File: src/hw/rtl/ign_pkg.sv
// Shared constants, types and arithmetic helpers for the gradient noise block.
`timescale 1ns / 1ps
package ign_pkg;
    localparam int FRAC_BITS  = 16;
    localparam int TABLE_SIZE = 256;
    localparam int TBL_AW     = $clog2(TABLE_SIZE);
    localparam int VW         = FRAC_BITS + 4;
    localparam int FW         = FRAC_BITS + 1;
    localparam int PW         = FW + 1 + VW;
    localparam int OUT_W      = 19;

    localparam logic [VW-1:0] ONE_V = {3'b000, 1'b1, {FRAC_BITS{1'b0}}};

    typedef enum logic [1:0] {
        OP_NOISE3 = 2'd0,
        OP_NOISE2 = 2'd1,
        OP_WRITE  = 2'd2,
        OP_NONE   = 2'd3
    } t_opcode;

    typedef logic [TBL_AW-1:0]    t_tidx;
    typedef logic signed [VW-1:0] t_val;
    typedef logic [FRAC_BITS-1:0] t_frac;
    typedef logic [FW-1:0]        t_fade;
    typedef logic signed [PW-1:0] t_prod;

    localparam logic [7:0] STD_PERM [256] = '{
        8'd151,8'd160,8'd137,8'd91,8'd90,8'd15,8'd131,8'd13,
        8'd201,8'd95,8'd96,8'd53,8'd194,8'd233,8'd7,8'd225,
        8'd140,8'd36,8'd103,8'd30,8'd69,8'd142,8'd8,8'd99,
        8'd37,8'd240,8'd21,8'd10,8'd23,8'd190,8'd6,8'd148,
        8'd247,8'd120,8'd234,8'd75,8'd0,8'd26,8'd197,8'd62,
        8'd94,8'd252,8'd219,8'd203,8'd117,8'd35,8'd11,8'd32,
        8'd57,8'd177,8'd33,8'd88,8'd237,8'd149,8'd56,8'd87,
        8'd174,8'd20,8'd125,8'd136,8'd171,8'd168,8'd68,8'd175,
        8'd74,8'd165,8'd71,8'd134,8'd139,8'd48,8'd27,8'd166,
        8'd77,8'd146,8'd158,8'd231,8'd83,8'd111,8'd229,8'd122,
        8'd60,8'd211,8'd133,8'd230,8'd220,8'd105,8'd92,8'd41,
        8'd55,8'd46,8'd245,8'd40,8'd244,8'd102,8'd143,8'd54,
        8'd65,8'd25,8'd63,8'd161,8'd1,8'd216,8'd80,8'd73,
        8'd209,8'd76,8'd132,8'd187,8'd208,8'd89,8'd18,8'd169,
        8'd200,8'd196,8'd135,8'd130,8'd116,8'd188,8'd159,8'd86,
        8'd164,8'd100,8'd109,8'd198,8'd173,8'd186,8'd3,8'd64,
        8'd52,8'd217,8'd226,8'd250,8'd124,8'd123,8'd5,8'd202,
        8'd38,8'd147,8'd118,8'd126,8'd255,8'd82,8'd85,8'd212,
        8'd207,8'd206,8'd59,8'd227,8'd47,8'd16,8'd58,8'd17,
        8'd182,8'd189,8'd28,8'd42,8'd223,8'd183,8'd170,8'd213,
        8'd119,8'd248,8'd152,8'd2,8'd44,8'd154,8'd163,8'd70,
        8'd221,8'd153,8'd101,8'd155,8'd167,8'd43,8'd172,8'd9,
        8'd129,8'd22,8'd39,8'd253,8'd19,8'd98,8'd108,8'd110,
        8'd79,8'd113,8'd224,8'd232,8'd178,8'd185,8'd112,8'd104,
        8'd218,8'd246,8'd97,8'd228,8'd251,8'd34,8'd242,8'd193,
        8'd238,8'd210,8'd144,8'd12,8'd191,8'd179,8'd162,8'd241,
        8'd81,8'd51,8'd145,8'd235,8'd249,8'd14,8'd239,8'd107,
        8'd49,8'd192,8'd214,8'd31,8'd181,8'd199,8'd106,8'd157,
        8'd184,8'd84,8'd204,8'd176,8'd115,8'd121,8'd50,8'd45,
        8'd127,8'd4,8'd150,8'd254,8'd138,8'd236,8'd205,8'd93,
        8'd222,8'd114,8'd67,8'd29,8'd24,8'd72,8'd243,8'd141,
        8'd128,8'd195,8'd78,8'd66,8'd215,8'd61,8'd156,8'd180
    };

    function automatic t_tidx byte_idx(input logic [7:0] b);
        logic [TBL_AW+7:0] tmp;
        tmp = {{TBL_AW{1'b0}}, b};
        return tmp[TBL_AW-1:0];
    endfunction

    function automatic logic [7:0] low_byte(input t_tidx i);
        logic [TBL_AW+7:0] tmp;
        tmp = {8'b0, i};
        return tmp[7:0];
    endfunction

    function automatic t_prod fx_mul(input t_fade t, input t_val d);
        return $signed({1'b0, t}) * d;
    endfunction

    function automatic t_val fx_shr(input t_prod p);
        t_prod s;
        s = p >>> FRAC_BITS;
        return s[VW-1:0];
    endfunction

    function automatic t_val grad3(input logic [3:0] h, input t_val x, input t_val y,
                                   input t_val z);
        t_val u;
        t_val v;
        u = (h < 4'd8) ? x : y;
        v = (h < 4'd4) ? y : ((h == 4'd12 || h == 4'd14) ? x : z);
        if (h[0]) u = -u;
        if (h[1]) v = -v;
        return u + v;
    endfunction

    function automatic t_val grad2(input logic [1:0] h, input t_val x, input t_val y);
        t_val r;
        unique case (h)
            2'd0:    r = x + y;
            2'd1:    r = y - x;
            2'd2:    r = x - y;
            default: r = -x - y;
        endcase
        return r;
    endfunction
endpackage

File: src/hw/rtl/ign_fade.sv
// Three-stage quintic fade 6t^5 - 15t^4 + 10t^3, truncated products.
`timescale 1ns / 1ps
module ign_fade import ign_pkg::*; (
    input  logic  i_clk,
    input  logic  i_en,
    input  t_frac i_t,
    output t_fade o_fade
);
    localparam int KW = FRAC_BITS + 6;
    localparam int MW = FRAC_BITS + 5;
    localparam logic [KW-1:0] FIFTEEN = KW'(15) << FRAC_BITS;
    localparam logic [MW-1:0] TEN     = MW'(10) << FRAC_BITS;

    logic [2*FRAC_BITS-1:0]           tt;
    logic [KW-1:0]                    t6;
    logic signed [KW-1:0]             k;
    logic signed [FRAC_BITS+KW:0]     n_mp;
    logic [2*FRAC_BITS-1:0]           t3p;
    logic signed [FRAC_BITS+KW:0]     mp_sh;
    logic signed [FRAC_BITS+MW:0]     fp;

    t_frac                        r_t1;
    t_frac                        r_t2;
    logic signed [FRAC_BITS+KW:0] r_mp;
    t_frac                        r_t3;
    logic signed [MW-1:0]         r_m;
    t_fade                        r_fade;

    always_comb begin
        tt    = {{FRAC_BITS{1'b0}}, i_t} * {{FRAC_BITS{1'b0}}, i_t};
        t6    = ({6'b0, i_t} << 2) + ({6'b0, i_t} << 1);
        k     = $signed(t6 - FIFTEEN);
        n_mp  = $signed({1'b0, i_t}) * k;
        t3p   = {{FRAC_BITS{1'b0}}, r_t2} * {{FRAC_BITS{1'b0}}, r_t1};
        mp_sh = r_mp >>> FRAC_BITS;
        fp    = ($signed({1'b0, r_t3}) * r_m) >>> FRAC_BITS;
    end

    always_ff @(posedge i_clk) begin
        if (i_en) begin
            r_t1   <= i_t;
            r_t2   <= tt[2*FRAC_BITS-1:FRAC_BITS];
            r_mp   <= n_mp;
            r_t3   <= t3p[2*FRAC_BITS-1:FRAC_BITS];
            r_m    <= $signed(mp_sh[MW-1:0] + TEN);
            r_fade <= fp[FW-1:0];
        end
    end

    assign o_fade = r_fade;
endmodule

File: config.mk
export PLATFORM = sky130hd
export DESIGN_NAME = ign_fade
export DESIGN_NICKNAME = d
export VERILOG_FILES = /design/src/hw/rtl/ign_pkg.sv /design/src/hw/rtl/ign_fade.sv
export SDC_FILE = /design/constraint.sdc
export NUM_CORES = 2
export LEC_CHECK = 0
export ABC_AREA = 1
export BUFFER_PORTS_ARGS = -buffer_cell sky130_fd_sc_hd__buf_2
export CAP_MARGIN = 40
export CORE_MARGIN = 1.5
export CORE_UTILIZATION = 40
export CTS_BUF_LIST = sky130_fd_sc_hd__clkbuf_4
export DETAILED_ROUTE_END_ITERATION = 10
export RECOVER_POWER = 25
export REMOVE_ABC_BUFFERS = 1
export SLEW_MARGIN = 15
export SYNTH_ARGS = -nofsm -noshare
export SYNTH_HDL_FRONTEND = slang
export SYNTH_SLANG_ARGS = --single-unit
File: constraint.sdc
create_clock -name i_clk -period 14.74 [get_ports i_clk]
set_input_delay 2.948 -clock i_clk [delete_from_list [all_inputs] [get_ports i_clk]]
set_output_delay 2.948 -clock i_clk [all_outputs]
set_load 0.01 [all_outputs]
==> flow_summary.toml <==
[run_status]
status = "finished with violations"
violations = "capacitance limit, slew limit"

[final_layout]
mostFrequentLayoutCells = "inv_1, nand2_1, fa_1"
drive_above_1_share_pct = 2.33
final_common_cell = "inv_1"
syn_to_final_growth_pct = 4.00
seq_area_sq_um = 3210
multi_input_area_sq_um = 33800
layout.nets = 6781
nFillCells = 11162

[grt]
grt_max_degree = 58
antenna_found_initial = 2
grt_pass1_vias = 35552
gr-total-overflow = 0
track_usage_pct = 22.2
grt_pass1_wl_microns = 194000

[routing]
ant_nets = 0
routed_via_density = 4.92
drt_wl_total_microns = 121000
avgRoutedWirePerCell_microns = 17.7
vias = 33542
first_pass_iters = 6
drt_iter0_drc = 2443
drc_errors = 0

[synthesis]
synth_top_flop_cell = "edfxtp_1"
async_reset_ff_share_pct = 0
synthTopCellsByArea = "fa_1, inv_1, ha_1"
synth_top_area_share_pct = 43.2
synth_edf_count = 107
avgSynthCellArea_sq_um = 8.02
ys_seq_area_share_pct = 7.30
syn_area_sq_um = 44000
yosysWarnings = 0
synth_cell_types = 41
netlist_instances = 5488
synth_top_area_cell = "fa_1"
ys_ff_latch = 107

[worst_hold_path]
worstHoldPathCells = 0
hold_class = "flop to flop"

[clock_network]
cts_tree = "yes"
hold_buffers = 0
cts_buffers = 9
cts_sinks = 107
cts_max_path_buffers = 2
clkLatencyLatePin_ns = 0.60
post_cts_buffers = 0
cts-root-buf = "clkbuf_4"
cts_resized = 0
clk_pin_slew_ns = 0.18
htreeDepth = 3

[setup_path]
cp_slowest_cell = "clkbuf_1"
start_kind = "primary input"
path_max_fanout = 25
cp.buffers_inverters = 9
cpPeakStageDelay_ns = 1.35
worstPathArrival_ns = 12.40
crit_family = "adder cells"
cp_data_required_time_ns = 15.05
worstSetupPathType = "primary input to flop"
cp_num_cells = 32
r2r_cells = 22
end_kind = "flop"

[floorplan]
io_pins = 35
die_x_microns = 335
die_h_microns = 335
initial_utilization_pct = 40.4
core_area_sq_um = 109000
dieArea_sq_um = 112000
rows = 121

[timing]
fmax_mhz = 82.7
finalSetupTns_ns = 0
tightest_slew_ns = 3.21
hold_viol = 0
finalMaxSlewViolations = 516
period_share_pct = 82.0
period_minus_slack_ns = 12.09
finalSetupViolCount = 0
rsz0062_at_grt = "false"
max-slew-margin-rel_pct = -114
clock_skew_ns = 0.0642

[placement]
portBuffers = 34
dp_hpwl_microns = 98800
gp_congestion = 0.916

[flow_run]
maxCapViolCount = 17
## sequential cells by signal, indices dropped and copies added, names as in the netlist
signal / cells
r_t3: 16
r_t2: 16
r_t1: 16
r_mp: 21
r_m: 21
o_fade: 17
## stage by stage
stage	util (%)	area (sq um)	setup slack, ns	hold WS, ns	instances
2_1_floorplan	-	43300	4.94	0.400	5299
3_3_place_gp	41.7	45500	3.75	0.401	6781
3_5_place_dp	41.8	45600	3.70	0.405	6788
4_1_cts	42.0	45700	4.33	0.400	6804
5_1_grt	42.0	45800	2.12	0.424	6812
6_report	42.0	45800	2.65	0.406	6812
## final timing paths
kind            start          to  slack, ns
max            i_t[4]    r_mp[20]       2.65
min          r_mp[18]      r_m[2]       0.41
max reg2reg   r_m[12]  o_fade[16]       8.17
min reg2reg  r_mp[18]      r_m[2]       0.41
## synthesized netlist by cell type (29+ instances only)
| master | count |
|---|---|
| o21ai_0 | 88 |
| edfxtp_1 | 107 |
| clkbuf_1 | 176 |
| nor2_1 | 277 |
| ha_1 | 420 |
| fa_1 | 951 |
| or2_2 | 29 |
| nand2_1 | 1221 |
| nand3_1 | 108 |
| a21oi_1 | 168 |
| xor2_1 | 59 |
| inv_1 | 1680 |
| xnor2_1 | 34 |
## cells by family after synthesis
group / count (synthesis) / synth area share, %
fa+ha+maj: 1371 / 55.2
flops: 107 / 7.30
simple gates: 1711 / 15.4
compound gates: 329 / 4.15
buf+inv: 1875 / 16.0
xor+xnor: 95 / 1.92
## worst register-to-register path, cell delays in order (launching register included)
cell and delay, ns:
edfxtp_1 0.92, nand2_1 0.20, fa_1 0.59, inv_1 0.07
fa_1 0.53, inv_1 0.06, fa_1 0.50, inv_1 0.05
fa_1 0.54, inv_1 0.05, fa_1 0.49, inv_1 0.05
fa_1 0.48, ha_1 0.35, nand2_1 0.18, nor2_1 0.07
nor2_1 0.21, a21boi_0 0.20, nand2_1 0.20, a21oi_1 0.42
inv_1 0.08, nand2_1 0.07, nand2_1 0.09
## metal layers
metal / vias to the layer above / GRT usage (%) / part of all wire, %
met1: 16789 / 29.6 / 43
met3: 165 / 2.60 / 6.2
met4: 0 / 5.64 / 2.4
li1: 15526 / - / -
met5: - / 0 / 0
met2: 1062 / 38.3 / 49
## area by class of cell
cell class / instances / share of cell area (%)
multi-input cells: 3506 / 73.7
well taps: 1414 / 3.86
repair buffers: 82 / 1.28
flip-flops and latches: 107 / 7.02
clock buffers: 10 / 0.164
clock inverters: 6 / 0.117
diodes: 1 / 0.00546
inverters: 1686 / 13.8
Power is not shown: default switching activity piles up to over one toggle a cycle in this logic, so the estimate is an artifact.
