<file path="config.mk">
export PLATFORM = sky130hd
export DESIGN_NAME = ign_perm_ram
export DESIGN_NICKNAME = d
export VERILOG_FILES = /design/src/hw/rtl/ign_pkg.sv /design/src/hw/rtl/ign_perm_ram.sv
export SDC_FILE = /design/constraint.sdc
export NUM_CORES = 2
export LEC_CHECK = 0
export BUFFER_PORTS_ARGS = -buffer_cell sky130_fd_sc_hd__buf_2
export CAP_MARGIN = 20
export CORE_ASPECT_RATIO = 1.75
export CORE_MARGIN = 1
export CORE_UTILIZATION = 37
export CTS_CLUSTER_DIAMETER = 50
export DETAILED_ROUTE_END_ITERATION = 8
export HOLD_SLACK_MARGIN = 0.05
export PLACE_DENSITY_LB_ADDON = 0.1
export SLEW_MARGIN = 20
export SYNTH_ARGS = -nofsm -noshare
export SYNTH_HDL_FRONTEND = slang
export SYNTH_SLANG_ARGS = --single-unit
</file>
<file path="constraint.sdc">
create_clock -name i_clk -period 2.88 [get_ports i_clk]
set_input_delay 0.576 -clock i_clk [delete_from_list [all_inputs] [get_ports i_clk]]
set_output_delay 0.576 -clock i_clk [all_outputs]
set_load 0.05 [all_outputs]
</file>
<file path="src/hw/rtl/ign_pkg.sv">
// Shared constants, types and arithmetic helpers for the gradient noise block.
`timescale 1ns / 1ps
package ign_pkg;
    localparam int FRAC_BITS  = 16;
    localparam int TABLE_SIZE = 256;
    localparam int TBL_AW     = $clog2(TABLE_SIZE);
    localparam int VW         = FRAC_BITS + 4;
    localparam int FW         = FRAC_BITS + 1;
    localparam int PW         = FW + 1 + VW;
    localparam int OUT_W      = 19;

    localparam logic [VW-1:0] ONE_V = {3'b000, 1'b1, {FRAC_BITS{1'b0}}};

    typedef enum logic [1:0] {
        OP_NOISE3 = 2'd0,
        OP_NOISE2 = 2'd1,
        OP_WRITE  = 2'd2,
        OP_NONE   = 2'd3
    } t_opcode;

    typedef logic [TBL_AW-1:0]    t_tidx;
    typedef logic signed [VW-1:0] t_val;
    typedef logic [FRAC_BITS-1:0] t_frac;
    typedef logic [FW-1:0]        t_fade;
    typedef logic signed [PW-1:0] t_prod;

    localparam logic [7:0] STD_PERM [256] = '{
        8'd151,8'd160,8'd137,8'd91,8'd90,8'd15,8'd131,8'd13,
        8'd201,8'd95,8'd96,8'd53,8'd194,8'd233,8'd7,8'd225,
        8'd140,8'd36,8'd103,8'd30,8'd69,8'd142,8'd8,8'd99,
        8'd37,8'd240,8'd21,8'd10,8'd23,8'd190,8'd6,8'd148,
        8'd247,8'd120,8'd234,8'd75,8'd0,8'd26,8'd197,8'd62,
        8'd94,8'd252,8'd219,8'd203,8'd117,8'd35,8'd11,8'd32,
        8'd57,8'd177,8'd33,8'd88,8'd237,8'd149,8'd56,8'd87,
        8'd174,8'd20,8'd125,8'd136,8'd171,8'd168,8'd68,8'd175,
        8'd74,8'd165,8'd71,8'd134,8'd139,8'd48,8'd27,8'd166,
        8'd77,8'd146,8'd158,8'd231,8'd83,8'd111,8'd229,8'd122,
        8'd60,8'd211,8'd133,8'd230,8'd220,8'd105,8'd92,8'd41,
        8'd55,8'd46,8'd245,8'd40,8'd244,8'd102,8'd143,8'd54,
        8'd65,8'd25,8'd63,8'd161,8'd1,8'd216,8'd80,8'd73,
        8'd209,8'd76,8'd132,8'd187,8'd208,8'd89,8'd18,8'd169,
        8'd200,8'd196,8'd135,8'd130,8'd116,8'd188,8'd159,8'd86,
        8'd164,8'd100,8'd109,8'd198,8'd173,8'd186,8'd3,8'd64,
        8'd52,8'd217,8'd226,8'd250,8'd124,8'd123,8'd5,8'd202,
        8'd38,8'd147,8'd118,8'd126,8'd255,8'd82,8'd85,8'd212,
        8'd207,8'd206,8'd59,8'd227,8'd47,8'd16,8'd58,8'd17,
        8'd182,8'd189,8'd28,8'd42,8'd223,8'd183,8'd170,8'd213,
        8'd119,8'd248,8'd152,8'd2,8'd44,8'd154,8'd163,8'd70,
        8'd221,8'd153,8'd101,8'd155,8'd167,8'd43,8'd172,8'd9,
        8'd129,8'd22,8'd39,8'd253,8'd19,8'd98,8'd108,8'd110,
        8'd79,8'd113,8'd224,8'd232,8'd178,8'd185,8'd112,8'd104,
        8'd218,8'd246,8'd97,8'd228,8'd251,8'd34,8'd242,8'd193,
        8'd238,8'd210,8'd144,8'd12,8'd191,8'd179,8'd162,8'd241,
        8'd81,8'd51,8'd145,8'd235,8'd249,8'd14,8'd239,8'd107,
        8'd49,8'd192,8'd214,8'd31,8'd181,8'd199,8'd106,8'd157,
        8'd184,8'd84,8'd204,8'd176,8'd115,8'd121,8'd50,8'd45,
        8'd127,8'd4,8'd150,8'd254,8'd138,8'd236,8'd205,8'd93,
        8'd222,8'd114,8'd67,8'd29,8'd24,8'd72,8'd243,8'd141,
        8'd128,8'd195,8'd78,8'd66,8'd215,8'd61,8'd156,8'd180
    };

    function automatic t_tidx byte_idx(input logic [7:0] b);
        logic [TBL_AW+7:0] tmp;
        tmp = {{TBL_AW{1'b0}}, b};
        return tmp[TBL_AW-1:0];
    endfunction

    function automatic logic [7:0] low_byte(input t_tidx i);
        logic [TBL_AW+7:0] tmp;
        tmp = {8'b0, i};
        return tmp[7:0];
    endfunction

    function automatic t_prod fx_mul(input t_fade t, input t_val d);
        return $signed({1'b0, t}) * d;
    endfunction

    function automatic t_val fx_shr(input t_prod p);
        t_prod s;
        s = p >>> FRAC_BITS;
        return s[VW-1:0];
    endfunction

    function automatic t_val grad3(input logic [3:0] h, input t_val x, input t_val y,
                                   input t_val z);
        t_val u;
        t_val v;
        u = (h < 4'd8) ? x : y;
        v = (h < 4'd4) ? y : ((h == 4'd12 || h == 4'd14) ? x : z);
        if (h[0]) u = -u;
        if (h[1]) v = -v;
        return u + v;
    endfunction

    function automatic t_val grad2(input logic [1:0] h, input t_val x, input t_val y);
        t_val r;
        unique case (h)
            2'd0:    r = x + y;
            2'd1:    r = y - x;
            2'd2:    r = x - y;
            default: r = -x - y;
        endcase
        return r;
    endfunction
endpackage

</file>
<file path="src/hw/rtl/ign_perm_ram.sv">
// Permutation table copy: one write port, two registered read ports.
`timescale 1ns / 1ps
module ign_perm_ram import ign_pkg::*; (
    input  logic       i_clk,
    input  logic       i_we,
    input  t_tidx      i_waddr,
    input  logic [7:0] i_wdata,
    input  logic       i_re,
    input  t_tidx      i_raddr0,
    input  t_tidx      i_raddr1,
    output logic [7:0] o_rdata0,
    output logic [7:0] o_rdata1
);
    logic [7:0] r_mem [TABLE_SIZE];
    logic [7:0] r_rd0;
    logic [7:0] r_rd1;

    always_ff @(posedge i_clk) begin
        if (i_we) begin
            r_mem[i_waddr] <= i_wdata;
        end
        if (i_re) begin
            r_rd0 <= r_mem[i_raddr0];
            r_rd1 <= r_mem[i_raddr1];
        end
    end

    assign o_rdata0 = r_rd0;
    assign o_rdata1 = r_rd1;
endmodule

</file>
==> results.md <==
- The run finished, with violations left.
- The checks that failed: negative setup slack.
- The post-synthesis instance area is ~0.097 sq mm.
- The first routing iteration left a little under 6000 violations.
- The total via count in the routed design is 56919.
- Entering global routing, the biggest net connects 108 pins.
- The leakage power of the design is between 30 and 40 nW.
- Counting every sink on the clock net gives between 2000 and 2500.
- The async set or reset register ratio after synthesis is 0%.
- The final critical delay including setup and external delays is 2920 ps.
- Once detailed placement completed, the half-perimeter wirelength came to 261000 microns.
- At the end of routability-driven placement, the weighted congestion stood at 0.908.
- The endpoint kind of the worst setup timing path is a flop.
- Counting flops and latches in the post-synthesis netlist gives 2064.
- In this run the most critical hold path is launched from i_wdata[1].
- Hold is met by 130 ps.
- The destination of the worst hold path is r_mem[197][1]$_DFFE_PP_.
- In the finished design, the share of the clock period the worst path needs comes to 101%.
- Leaving out fill and tap cells, the most frequent cells in the layout are sky130_fd_sc_hd__edfxtp_1 (2064), sky130_fd_sc_hd__mux4_2 (1051), sky130_fd_sc_hd__buf_4 (944).
- Sequential cells account for 48.8% of the total power.
- The number of cells on the worst hold path is 1.
- The horizontal die dimension is 389 microns.
- After filler insertion, the fill cell instance count of the layout stands at ~23000.
- Clock-pin slew was measured on the worst setup and hold paths at 70 ps.
- Leaving out fill and tap cells, the most frequent cell in the layout is sky130_fd_sc_hd__edfxtp_1.
- After layout, the worst setup slack is -38.8 ps.
- The clock network fraction of design power is 40.9%.
- Timing would allow up to 343 MHz.
- In the global route stage, overall resource usage came out at 27.4%.
- Dividing the detail-routed via count by the number of cells gives 6.01.
- In this run the critical register-to-register path is launched from r_mem[45][1]$_DFFE_PP_.
- The first-pass GRT wire length is 497000 microns.
- On the worst path, the slowest cell contributes a delay of around 910 ps.
- The worst setup path is launched from a flop.
- The required time reported for the critical path endpoint is 3600 ps.
- The slowest library cell on the worst path is sky130_fd_sc_hd__a221oi_1.
- For this design the top-level I/O count stands at 51.
- Setup slack on the worst reg-to-reg path comes out at -40 ps.
- In this run, CTS created clock tree buffers numbering 209.
- Setup repair after global routing left no endpoint under its margin.
- The vertical die dimension is 680 microns.
- The distinct cell type count after synthesis is 64.
- The count of final max-slew check failures is 0.
- The finished cells cover 0.116 sq mm.
- The tool flagged a number of max-cap violations equal to 0.
- The power consumption is between 60 and 70 mW.
- The initial antenna violation count came to 22.
- The maximum clock insertion buffer count is 4.
- The floorplan step defined a core boundary enclosing 0.261 sq mm.
- For the pin with the worst max-slew slack, the measured transition is 1040 ps.
- The cell that appears most often on the critical path is sky130_fd_sc_hd__buf_4.
- Counting flops with a built-in enable in the synthesized netlist gives 2064.
- The tightest min-delay check is of the in -> reg type.
- The worst pin sits at a relative slew slack of 30.6%.
- The final layout net count is 5839.
- The worst register-to-register path ends at o_rdata1[1]$_DFFE_PP_.
- For this run, the leading register cell type out of synthesis is sky130_fd_sc_hd__edfxtp_1.
- Measured on the finished design, the core utilization comes to 44.5%.
- The total overflow left after global routing is 0.
- The floorplan step defined a die boundary enclosing around 0.26 sq mm.
- The worst register-to-register path has a depth of 8.
- The switching power share of the total is 23.9%.
- Traced cell by cell, the critical path runs through mux4_2 -> mux2i_1 -> a221oi_1 -> o21ai_0 -> buf_4 -> a32o_1 -> buf_4 -> a221oi_2.
- The total wirelength of the detailed-routed design is 363000 microns.
- During placement, the flow inserted port buffers numbering 50.
- The layout-stage area growth over the synthesis result is 19.7%.
- The critical path is of the reg -> reg type.
- The buffering stage count on the worst path with inverters included is 2.
- Setup violations remaining at the end of the flow were counted as 2.
- During synthesis, Yosys emitted a total of 0 warnings.
- The number of remaining DRC errors is 0.
- The combinational fraction of design power is 10.3%.
- For the final database, setup skew stands at slightly below 60 ps.
- VDD sags by at most 0.000413 V.
- The number of global-route vias before repair is 59888.
- The first detailed-routing pass took 5 iterations.
- The clock latency reported for the late side of the worst-skew pair is ~900 ps.
- The level count of the clock H-tree is 4.
- The post-synthesis net count is around 4900.
- The worst-case setup slack after placement is -1760 ps.
- The initial utilization of the core area, before any placement, comes to 37.2%.
- The power density over the cells is 586 mW/mm^2.
- The clock tree from TritonCTS is built.
- The average instance area after synthesis is 20.0 sq um.
- The internal power contribution is 51.8 mW.
- In this run the cell area measured after placement is 0.109 sq mm.
- The post-route netlist has 43.0% of its cells at a drive strength greater than 1.
- The clock root buffer is sky130_fd_sc_hd__clkbuf_16.
- The data arrival at the endpoint of the critical path is roughly 3600 ps.
- The final-report hold violation count is 0.
- The final antenna-violating net count is 0.
- Synthesis produced a netlist whose cell count is 4847.
- In this run the worst path has a maximum fanout of 2.
- The post-detailed-route wirelength per cell is 38.3 microns.
- The net switching power of the design is 16.3 mW.
- After synthesis, flip-flops and latches occupy 63.8% of the total area.
- The floorplan has 248 rows.
- On the critical path the largest part of the delay comes from compound AO/OA/AOI/OAI gates.
Yosys cell counts, types with 21 or more instances:
cell                       number  area, sq um
sky130_fd_sc_hd__mux4_2      1051        23700
sky130_fd_sc_hd__a22o_1        22          193
sky130_fd_sc_hd__nor2b_1       27          169
sky130_fd_sc_hd__buf_8         35          526
sky130_fd_sc_hd__o221ai_1      65          569
sky130_fd_sc_hd__a21oi_1       79          395
sky130_fd_sc_hd__buf_2        104          521
sky130_fd_sc_hd__a22oi_1       62          465
sky130_fd_sc_hd__edfxtp_1    2064        62000
sky130_fd_sc_hd__nand3_1       52          260
sky130_fd_sc_hd__a221oi_1      32          280
sky130_fd_sc_hd__nor2_1       298         1120
sky130_fd_sc_hd__nor3_1        21          105
sky130_fd_sc_hd__nand2_1      114          428
sky130_fd_sc_hd__a211oi_1      28          210
sky130_fd_sc_hd__buf_1         25         93.8
sky130_fd_sc_hd__buf_6         44          495
sky130_fd_sc_hd__o22ai_1       48          300
sky130_fd_sc_hd__mux2_2        38          428
sky130_fd_sc_hd__clkbuf_1     137          514
sky130_fd_sc_hd__buf_4         42          315
sky130_fd_sc_hd__o21ai_0       34          170
sky130_fd_sc_hd__mux2i_1      236         2360
through the flow:
| stage | TNS, ps | std cells |
|---|---|---|
| floorplan | 0 | 4847 |
| global placement | -15460 | 9093 |
| detailed placement | -14860 | 9093 |
| CTS | 0 | 9470 |
| global route | 0 | 9471 |
| finish | -75.3 | 9476 |
timing repair:
| item | in CTS | in global routing |
|---|---|---|
| gates resized for setup | 10 | 6 |
| setup endpoints to repair | 8 | 5 |
| buffers inserted | 0 | 0 |
| hold buffers | 0 | 0 |
how the worst max path moves through the flow:
stage	from	end	slack [ps]	cells past startpoint
global placement	i_raddr0[0]	o_rdata0[5]$_DFFE_PP_	-1700	11
CTS	r_mem[24][0]$_DFFE_PP_	o_rdata0[0]$_DFFE_PP_	20	8
detailed placement	i_raddr0[0]	o_rdata0[5]$_DFFE_PP_	-1760	11
finish	r_mem[45][1]$_DFFE_PP_	o_rdata1[1]$_DFFE_PP_	-40	8
floorplan	i_raddr1[0]	o_rdata1[0]$_DFFE_PP_	130	9
global route	i_raddr0[0]	o_rdata0[4]$_DFFE_PP_	20	9
worst register-to-register path, stage by stage (launching register included):
cell	delay, ps
sky130_fd_sc_hd__edfxtp_1	370
sky130_fd_sc_hd__mux4_2	260
sky130_fd_sc_hd__mux2i_1	80
sky130_fd_sc_hd__a221oi_1	910
sky130_fd_sc_hd__o21ai_0	370
sky130_fd_sc_hd__buf_4	250
sky130_fd_sc_hd__a32o_1	220
sky130_fd_sc_hd__buf_4	140
sky130_fd_sc_hd__a221oi_2	190
power by group through the flow:
stage	Clock, mW	Sequential (mW)	Combinational (mW)
6_report	27.9	33.2	7.00
5_1_grt	29.3	33.2	7.22
4_1_cts	28.4	33.2	7.04
3_5_place_dp	0	33.9	7.01
3_3_place_gp	0	33.9	7.00
2_1_floorplan	0	33.9	3.28
routing by layer:
metal / vias up / wire length, microns / part of all wire (%) / GRT usage [%]
met5: - / 65 / 0.018 / 0
met4: 10 / 18400 / 5.1 / 12.2
met3: 569 / 18700 / 5.2 / 3.26
met2: 2157 / 193000 / 53 / 49.5
met1: 31203 / 133000 / 37 / 32.6
li1: 22980 / - / - / -
final cells by class:
type	instances	area (sq um)	share of cell area (%)
Sequential cell	2064	62000	53.3
Tap cell	3500	4380	3.77
Multi-Input combinational cell	2382	32600	28.1
Antenna cell	6	15.0	0.0129
Timing Repair Buffer	1141	10400	8.99
Clock inverter	122	1220	1.05
Inverter	6	27.5	0.0237
Clock buffer	255	5550	4.78
registers in the layout, summed over array words and instances, names as in the netlist:
| name | flops |
|---|---|
| r_mem | 2048 |
| o_rdata1 | 8 |
| o_rdata0 | 8 |
logic make-up after synthesis:
logic type,share of synthesized area (%)
DFF,63.8
AOI/OAI and AO/OA,3.53
muxes,27.2
and+or+nand+nor,2.69
buffers and inverters,2.73
Note: power is estimated with default switching activity, not from simulation.
